[config.mk]
export PLATFORM = sky130hd
export DESIGN_NAME = sorted_linked_list_table
export DESIGN_NICKNAME = d
export VERILOG_FILES = /design/src/sllt_pkg.sv /design/src/sllt_mem.sv /design/src/sorted_linked_list_table.sv
export SDC_FILE = /design/constraint.sdc
export NUM_CORES = 2
export LEC_CHECK = 0
export ABC_AREA = 1
export BUFFER_PORTS_ARGS = -buffer_cell sky130_fd_sc_hd__clkbuf_2
export CAP_MARGIN = 30
export CORE_MARGIN = 2
export CORE_UTILIZATION = 53
export DETAILED_ROUTE_END_ITERATION = 12
export PLACE_DENSITY = 0.7
export SLEW_MARGIN = 30
export SYNTH_ARGS = -nofsm -noshare
export SYNTH_HDL_FRONTEND = slang
export SYNTH_SLANG_ARGS = --single-unit
[constraint.sdc]
create_clock -name clock -period 15.28 [get_ports clock]
set_clock_uncertainty 0.2 [all_clocks]
set_input_delay 1.528 -clock clock [delete_from_list [all_inputs] [get_ports clock]]
set_output_delay 1.528 -clock clock [all_outputs]
set_load 0.03 [all_outputs]
[src/sllt_pkg.sv]
// Shared types, constants and helpers for the sorted linked list table.
package sllt_pkg;

   localparam int POOL_SLOTS = 32;
   localparam int IDX_W      = (POOL_SLOTS > 1) ? $clog2(POOL_SLOTS) : 1;
   localparam int SLOT_W     = 6;
   localparam int KEY_W      = 32;
   localparam int COUNT_W    = 7;
   localparam int MODE_W     = 3;
   localparam int STATUS_W   = 3;

   localparam logic [MODE_W-1:0] MODE_INSERT = 3'd0;
   localparam logic [MODE_W-1:0] MODE_DELETE = 3'd1;
   localparam logic [MODE_W-1:0] MODE_SEARCH = 3'd2;
   localparam logic [MODE_W-1:0] MODE_DUMP   = 3'd3;
   localparam logic [MODE_W-1:0] MODE_REINIT = 3'd4;

   localparam logic [STATUS_W-1:0] ST_OK        = 3'd0;
   localparam logic [STATUS_W-1:0] ST_FULL      = 3'd1;
   localparam logic [STATUS_W-1:0] ST_DUPLICATE = 3'd2;
   localparam logic [STATUS_W-1:0] ST_NOT_FOUND = 3'd3;
   localparam logic [STATUS_W-1:0] ST_EMPTY     = 3'd4;

   typedef struct packed {
      logic             valid;
      logic [IDX_W-1:0] idx;
   } link_type;

   typedef struct packed {
      logic             en;
      logic [IDX_W-1:0] addr;
      logic [KEY_W-1:0] data;
   } key_wr_type;

   typedef struct packed {
      logic             en;
      logic [IDX_W-1:0] addr;
      link_type         data;
   } link_wr_type;

   // Link of a slot that has not been written since reset or reinit.
   function automatic link_type default_link(logic [IDX_W-1:0] s);
      link_type d;
      d.valid = (s != IDX_W'(POOL_SLOTS - 1));
      d.idx   = s + IDX_W'(1);
      return d;
   endfunction

endpackage

[src/sllt_mem.sv]
// Key and link memories of the slot pool, with per-slot written bits for the link reset value.
module sllt_mem
   import sllt_pkg::*;
(
   input  logic               clock,
   input  logic               reset,
   input  logic               clear,
   input  logic               rd_en,
   input  logic [IDX_W-1:0]   rd_addr,
   input  key_wr_type         key_wr,
   input  link_wr_type        link_wr,
   output logic [KEY_W-1:0]   key_q,
   output link_type           link_q
);

   logic [KEY_W-1:0]  key_mem  [POOL_SLOTS];
   link_type          link_mem [POOL_SLOTS];
   logic [POOL_SLOTS-1:0] written_ff;

   logic [KEY_W-1:0]  key_q_ff;
   link_type          link_raw_ff;
   logic [IDX_W-1:0]  addr_q_ff;
   logic              wr_q_ff;

   always_ff @(posedge clock) begin
      if (key_wr.en) begin
         key_mem[key_wr.addr] <= key_wr.data;
      end
      if (rd_en) begin
         key_q_ff <= key_mem[rd_addr];
      end
   end

   always_ff @(posedge clock) begin
      if (link_wr.en) begin
         link_mem[link_wr.addr] <= link_wr.data;
      end
      if (rd_en) begin
         link_raw_ff <= link_mem[rd_addr];
         addr_q_ff   <= rd_addr;
         wr_q_ff     <= written_ff[rd_addr];
      end
   end

   always_ff @(posedge clock) begin
      if (reset || clear) begin
         written_ff <= '0;
      end else if (link_wr.en) begin
         written_ff[link_wr.addr] <= 1'b1;
      end
   end

   assign key_q  = key_q_ff;
   assign link_q = wr_q_ff ? link_raw_ff : default_link(addr_q_ff);

endmodule

[src/sorted_linked_list_table.sv]
// Sorted linked list table: ordered key list over a slot pool with a free list.
//
//   channel  direction  handshake            payload
//   req      in         req_valid/req_stall  req_mode, req_key
//   rsp      out        rsp_valid/rsp_stall  rsp_status, rsp_slot, rsp_key_out, rsp_count, rsp_last
//
// Insert, delete and search walk the list one slot per cycle through the memory read
// port, then pass S_DONE, S_FREE/S_LINKP (insert) or S_UNLINK/S_RETURN (delete), and S_EMIT.
// Dump emits one result per cycle while rsp is not stalled. Reinit and unused modes go to S_EMIT.
// Synchronous reset empties the list and restores the free chain at once (written bits).
// A stalled rsp holds its transaction; a new req is taken as soon as the sequencer is idle.
module sorted_linked_list_table
   import sllt_pkg::*;
(
   input  logic                       clock,
   input  logic                       reset,
   input  logic                       req_valid,
   output logic                       req_stall,
   input  logic [MODE_W-1:0]          req_mode,
   input  logic signed [KEY_W-1:0]    req_key,
   output logic                       rsp_valid,
   input  logic                       rsp_stall,
   output logic [STATUS_W-1:0]        rsp_status,
   output logic [SLOT_W-1:0]          rsp_slot,
   output logic signed [KEY_W-1:0]    rsp_key_out,
   output logic [COUNT_W-1:0]         rsp_count,
   output logic                       rsp_last
);

   typedef enum logic [3:0] {
      S_IDLE, S_WALK, S_DONE, S_FREE, S_LINKP, S_UNLINK, S_RETURN, S_DUMP, S_EMIT
   } state_type;

   state_type               state_ff;
   logic [MODE_W-1:0]       mode_ff;
   logic [KEY_W-1:0]        key_ff;
   logic [IDX_W-1:0]        head_ff;
   logic                    head_valid_ff;
   logic [IDX_W-1:0]        free_head_ff;
   logic                    free_valid_ff;
   logic [COUNT_W-1:0]      count_ff;
   logic [IDX_W-1:0]        cur_ff;
   logic                    cur_ok_ff;
   logic [IDX_W-1:0]        prev_ff;
   logic                    prev_ok_ff;
   logic                    hit_ff;
   link_type                cur_link_ff;
   logic [IDX_W-1:0]        new_ff;
   logic [STATUS_W-1:0]     res_status_ff;
   logic [SLOT_W-1:0]       res_slot_ff;
   logic [KEY_W-1:0]        res_key_ff;

   logic                    rsp_valid_ff;
   logic [STATUS_W-1:0]     rsp_status_ff;
   logic [SLOT_W-1:0]       rsp_slot_ff;
   logic [KEY_W-1:0]        rsp_key_ff;
   logic [COUNT_W-1:0]      rsp_count_ff;
   logic                    rsp_last_ff;

   logic                    accept;
   logic                    out_free;
   logic                    rsp_load;
   logic                    key_below;

   logic                    rd_en;
   logic [IDX_W-1:0]        rd_addr;
   key_wr_type              key_wr;
   link_wr_type             link_wr;
   logic                    mem_clear;
   logic [KEY_W-1:0]        key_q;
   link_type                link_q;

   sllt_mem u_mem (
      .clock   (clock),
      .reset   (reset),
      .clear   (mem_clear),
      .rd_en   (rd_en),
      .rd_addr (rd_addr),
      .key_wr  (key_wr),
      .link_wr (link_wr),
      .key_q   (key_q),
      .link_q  (link_q)
   );

   assign req_stall = (state_ff != S_IDLE);
   assign accept    = req_valid && (state_ff == S_IDLE);
   assign out_free  = !rsp_valid_ff || !rsp_stall;
   assign rsp_load  = out_free && (state_ff == S_EMIT || state_ff == S_DUMP);
   assign key_below = $signed(key_q) < $signed(key_ff);
   assign mem_clear = accept && (req_mode == MODE_REINIT);

   // Memory port control.
   always_comb begin
      rd_en   = 1'b0;
      rd_addr = head_ff;
      key_wr  = '0;
      link_wr = '0;
      case (state_ff)
         S_IDLE: begin
            if (accept && head_valid_ff &&
                (req_mode == MODE_DELETE || req_mode == MODE_SEARCH ||
                 req_mode == MODE_DUMP ||
                 (req_mode == MODE_INSERT && free_valid_ff))) begin
               rd_en = 1'b1;
            end
         end
         S_WALK: begin
            rd_addr = link_q.idx;
            rd_en   = key_below && link_q.valid;
         end
         S_DONE: begin
            rd_addr = free_head_ff;
            rd_en   = (mode_ff == MODE_INSERT) && !hit_ff;
         end
         S_FREE: begin
            key_wr.en          = 1'b1;
            key_wr.addr        = free_head_ff;
            key_wr.data        = key_ff;
            link_wr.en         = 1'b1;
            link_wr.addr       = free_head_ff;
            link_wr.data.valid = cur_ok_ff;
            link_wr.data.idx   = cur_ff;
         end
         S_LINKP: begin
            link_wr.en         = 1'b1;
            link_wr.addr       = prev_ff;
            link_wr.data.valid = 1'b1;
            link_wr.data.idx   = new_ff;
         end
         S_UNLINK: begin
            link_wr.en   = prev_ok_ff;
            link_wr.addr = prev_ff;
            link_wr.data = cur_link_ff;
         end
         S_RETURN: begin
            link_wr.en         = 1'b1;
            link_wr.addr       = cur_ff;
            link_wr.data.valid = free_valid_ff;
            link_wr.data.idx   = free_head_ff;
         end
         S_DUMP: begin
            rd_addr = link_q.idx;
            rd_en   = out_free && link_q.valid;
         end
         default: begin
         end
      endcase
   end

   always_ff @(posedge clock) begin
      if (reset) begin
         state_ff      <= S_IDLE;
         head_ff       <= '0;
         head_valid_ff <= 1'b0;
         free_head_ff  <= '0;
         free_valid_ff <= 1'b1;
         count_ff      <= '0;
         rsp_valid_ff  <= 1'b0;
      end else begin
         if (rsp_load) begin
            rsp_valid_ff <= 1'b1;
         end else if (!rsp_stall) begin
            rsp_valid_ff <= 1'b0;
         end
         case (state_ff)
            S_IDLE: begin
               if (accept) begin
                  mode_ff       <= req_mode;
                  key_ff        <= req_key;
                  cur_ff        <= head_ff;
                  cur_ok_ff     <= head_valid_ff;
                  prev_ff       <= '0;
                  prev_ok_ff    <= 1'b0;
                  hit_ff        <= 1'b0;
                  res_slot_ff   <= '0;
                  case (req_mode)
                     MODE_INSERT, MODE_DELETE, MODE_SEARCH: begin
                        res_key_ff <= req_key;
                        if (req_mode == MODE_INSERT && !free_valid_ff) begin
                           res_status_ff <= ST_FULL;
                           state_ff      <= S_EMIT;
                        end else begin
                           res_status_ff <= ST_OK;
                           if (head_valid_ff) begin
                              state_ff <= S_WALK;
                           end else begin
                              state_ff <= S_DONE;
                           end
                        end
                     end
                     MODE_DUMP: begin
                        // status and key only reach rsp when the list is empty
                        res_status_ff <= ST_EMPTY;
                        res_key_ff    <= '0;
                        if (head_valid_ff) begin
                           state_ff <= S_DUMP;
                        end else begin
                           state_ff <= S_EMIT;
                        end
                     end
                     MODE_REINIT: begin
                        res_status_ff <= ST_OK;
                        res_key_ff    <= req_key;
                        head_valid_ff <= 1'b0;
                        head_ff       <= '0;
                        free_head_ff  <= '0;
                        free_valid_ff <= 1'b1;
                        count_ff      <= '0;
                        state_ff      <= S_EMIT;
                     end
                     default: begin
                        res_status_ff <= ST_OK;
                        res_key_ff    <= req_key;
                        state_ff      <= S_EMIT;
                     end
                  endcase
               end
            end
            S_WALK: begin
               if (key_below) begin
                  prev_ff    <= cur_ff;
                  prev_ok_ff <= 1'b1;
                  cur_ff     <= link_q.idx;
                  cur_ok_ff  <= link_q.valid;
                  if (!link_q.valid) begin
                     state_ff <= S_DONE;
                  end
               end else begin
                  hit_ff      <= (key_q == key_ff);
                  cur_link_ff <= link_q;
                  state_ff    <= S_DONE;
               end
            end
            S_DONE: begin
               if (mode_ff == MODE_INSERT) begin
                  if (hit_ff) begin
                     res_status_ff <= ST_DUPLICATE;
                     res_slot_ff   <= SLOT_W'(cur_ff);
                     state_ff      <= S_EMIT;
                  end else begin
                     state_ff <= S_FREE;
                  end
               end else if (!hit_ff) begin
                  res_status_ff <= ST_NOT_FOUND;
                  state_ff      <= S_EMIT;
               end else begin
                  res_slot_ff <= SLOT_W'(cur_ff);
                  state_ff    <= (mode_ff == MODE_DELETE) ? S_UNLINK : S_EMIT;
               end
            end
            S_FREE: begin
               // link_q holds the free head's link: pop the slot
               new_ff        <= free_head_ff;
               free_head_ff  <= link_q.idx;
               free_valid_ff <= link_q.valid;
               count_ff      <= count_ff + COUNT_W'(1);
               res_slot_ff   <= SLOT_W'(free_head_ff);
               if (prev_ok_ff) begin
                  state_ff <= S_LINKP;
               end else begin
                  head_ff       <= free_head_ff;
                  head_valid_ff <= 1'b1;
                  state_ff      <= S_EMIT;
               end
            end
            S_LINKP: begin
               state_ff <= S_EMIT;
            end
            S_UNLINK: begin
               if (!prev_ok_ff) begin
                  head_ff       <= cur_link_ff.idx;
                  head_valid_ff <= cur_link_ff.valid;
               end
               state_ff <= S_RETURN;
            end
            S_RETURN: begin
               free_head_ff  <= cur_ff;
               free_valid_ff <= 1'b1;
               if (count_ff != '0) begin
                  count_ff <= count_ff - COUNT_W'(1);
               end
               state_ff <= S_EMIT;
            end
            S_DUMP: begin
               if (out_free) begin
                  rsp_status_ff <= ST_OK;
                  rsp_slot_ff   <= SLOT_W'(cur_ff);
                  rsp_key_ff    <= key_q;
                  rsp_count_ff  <= count_ff;
                  rsp_last_ff   <= !link_q.valid;
                  cur_ff        <= link_q.idx;
                  if (!link_q.valid) begin
                     state_ff <= S_IDLE;
                  end
               end
            end
            S_EMIT: begin
               if (out_free) begin
                  rsp_status_ff <= res_status_ff;
                  rsp_slot_ff   <= res_slot_ff;
                  rsp_key_ff    <= res_key_ff;
                  rsp_count_ff  <= count_ff;
                  rsp_last_ff   <= 1'b1;
                  state_ff      <= S_IDLE;
               end
            end
            default: begin
               state_ff <= S_IDLE;
            end
         endcase
      end
   end

   assign rsp_valid   = rsp_valid_ff;
   assign rsp_status  = rsp_status_ff;
   assign rsp_slot    = rsp_slot_ff;
   assign rsp_key_out = rsp_key_ff;
   assign rsp_count   = rsp_count_ff;
   assign rsp_last    = rsp_last_ff;

endmodule
==> results.tsv <==
stage	metric	value	unit
logic_synthesis	mappedNetlistArea	64100	sq um
worst_setup_path	critical_path_class	flop to flop	
cts	cts_tree	built	
drt	drt-total-wl	172000	um
placed_design	port_buffers	88	
min_path	min_path_type	flop to flop	
worst_setup_path	path_delay_family	buffers and inverters	
timing	rsz0062_at_grt	no	
floorplanning	io_pins	90	
drt	drt_first_pass_iters	8	
global_route	grt_usage	0.275	
logic_synthesis	ys_seq_elements	1463	
timing	fin_ws	10220	ps
status	status	complete, no violations	
floorplanning	fp.dieW	352	um
cells_and_area	antenna_cells	0	
cells_and_area	final_cell_mix	1467 x nand2_1, 1407 x edfxtp_1, 1241 x nand3_1	
timing	period_share	0.331	
cts	cts_buffers	148	
floorplanning	core	120000	sq um
floorplanning	row_count	127	
drt	vias_per_cell	5.79	
placed_design	gp_congestion	0.897	
cts	hold_buffers	0	
worst_setup_path	max_stage_delay	810	ps
cts	htree_levels	4	
timing	finalSetupTns	0	ps
worst_setup_path	cp-end-kind	flop	
cells_and_area	nets	6036	
worst_setup_path	path_buf_inv	4	
cts	clock_latency	770	ps
timing	hold_viol	0	
worst_setup_path	start_kind	flop	
logic_synthesis	synth.distinct_cells	49	
logic_synthesis	yosysWarnings	0	
logic_synthesis	yosysTopAreaCell	edfxtp_1	
worst_setup_path	cp.arrival	5360	ps
global_route	gr-total-overflow	0	
min_path	worstHoldPathCells	2	
logic_synthesis	synth_top_area_frac	0.659	
global_route	antenna_found_initial	0	
power	p_per_area	158	nW/um^2
worst_setup_path	crit_chain	nor2_2 > nand2_2 > nand3_4 > buf_12 > buf_16 > buf_4 > buf_6 > nand3_1 > nand3_1 > nand3_1 > nand3_1 > nand2_1 > nand2_1 > nand2_1	
cells_and_area	final_common_cell	nand2_1	
cells_and_area	post-route-util	0.592	
cts	clockRootBuffer	clkbuf_16	
drt	dr_total_vias	44500	
global_route	grt_pass1_vias	41700	
flow_run	maxCapViolations	0	
timing	fmax	198	MHz
power	ir_drop	0.000140	V
worst_setup_path	required	15580	ps
worst_setup_path	cp.depth	14	
cts	cts_setup_buffers	0	
worst_setup_path	slowest_stage	buf_4	
cells_and_area	drive_gt1_frac	0.0845	
timing	drv_slew	0	
floorplanning	floorplan.initialDensity	0.534	
global_route	grt_max_degree	222	
worst_setup_path	critPathMaxFanout	117	
placed_design	pre_cts_slack	9950	ps
cts	clockBufferDepth	3	
logic_synthesis	ys_async_sr_fraction	0	
cts	cts_resized	0	
drt	drc	0	
drt	wl_per_cell	22.3	um
logic_synthesis	synth_nets	6056	
logic_synthesis	synth.avg_cell_area	10.7	sq um
cts	clk_pin_slew	60	ps
placed_design	place_hpwl	89200	um
logic_synthesis	ys_dominant_reg_cell	edfxtp_1	
timing	relSlewSlack	0.323	
drt	first_iter_violations	5866	
timing	period_needed	5060	ps
worst_setup_path	cp_common_cell	nand3_1	
floorplanning	die_y	352	um
timing	setup_viol	0	
logic_synthesis	synth_cells	5977	
logic_synthesis	synth_area_leaders	edfxtp_1 66%, nand3_1 9.7%, nand2_1 8.6%	
worst_setup_path	r2r_cells	14	
logic_synthesis	yosysSeqAreaShare	0.677	
cells_and_area	syn2layout_area_growth	10.7	%
cts	cts.sinks	1463	
logic_synthesis	synth_edf_count	1407	
floorplanning	dieArea	124000	sq um
timing	worst_slew_pin_slew	1010	ps
drt	drtAntennaViolNets	0	
power	finalPower	11.2	mW
global_route	grt_pass1_wl	256000	um
power	p_leak	27.7	nW
state kept, by name (all words and copies together), names as in the netlist, 6 cells and up:
signal             count
u_mem.key_mem       1024
u_mem.link_mem       192
key_ff                32
res_key_ff            32
rsp_key_out           32
u_mem.key_q           32
u_mem.written_ff      32
count_ff               7
rsp_count              7
cur_link_ff            6
u_mem.link_raw_ff      6
routing by layer:
| layer | routed length [um] | global-route usage | share of wire | vias to the layer above |
|---|---|---|---|---|
| met5 | 0 | 0 | 0 | - |
| met4 | 3960 | 0.0798 | 0.023 | 0 |
| met3 | 20200 | 0.0585 | 0.12 | 313 |
| met2 | 77800 | 0.424 | 0.45 | 2553 |
| met1 | 69600 | 0.395 | 0.41 | 21400 |
| li1 | - | - | - | 20200 |
worst paths after layout:
check                                           from                    to  slack (ps)
worst min register to register  u_mem.written_ff[19]  u_mem.written_ff[19]         260
worst max-delay path                     state_ff[2]        u_mem.key_q[0]       10220
worst max register to register           state_ff[2]        u_mem.key_q[0]       10220
worst min-delay path            u_mem.written_ff[19]  u_mem.written_ff[19]         260
cells by family after synthesis:
group | share of synthesized area
AO/OA/AOI/OAI | 0.0104
flip-flops | 0.677
XOR/XNOR | 0.000547
other | 0.0000585
AND/OR/NAND/NOR | 0.237
adder cells (fa/ha/maj) | 0.00792
buffers and inverters | 0.0671
multiplexers | 0.000156
stage by stage:
stage	hold WS, ps	area (sq um)	instances
final	262	71000	7686
after floorplan	231	64100	5977
after CTS	261	70900	7682
after global placement	240	66100	7412
after detailed placement	250	66300	7415
after global routing	287	71000	7686
worst reg2reg max path, delay by kind of cell, from the launching register on:
family / cells / cell delay, ps
flip-flops: 1 / 380
buffers and inverters: 4 / 2410
AND/OR/NAND/NOR: 10 / 1820
power by group:
| part | leakage (nW) | switching (mW) | total [mW] | internal, mW |
|---|---|---|---|---|
| sequential | 12.2 | 0.0721 | 4.70 | 4.62 |
| combinational | 13.3 | 2.23 | 3.06 | 0.827 |
| clock | 2.26 | 1.51 | 3.47 | 1.95 |
Yosys cell counts, drive strengths merged (2+ instances only):
cell type	n
nor2	241
a21o	3
and3	3
a31oi	11
ha	39
inv	700
xor2	3
nand3b	308
a21oi	44
o21bai	3
a211oi	2
clkbuf	87
o22ai	2
o21ai	38
or2	3
clkinv	2
edfxtp	1407
nor3	17
o2111ai	4
buf	273
nand3	1244
nand2	1474
dfxtp	56
a221oi	2
final cells by class:
type	instances	area, sq um
Clock inverter	77	589
Tap cell	1612	2020
Sequential cell	1463	43400
Timing Repair Buffer	190	1420
Clock buffer	190	4000
Multi-Input combinational cell	3452	17000
Inverter	702	2640
Fill cell	9441	49000
Power figures use the tool's default switching activity.
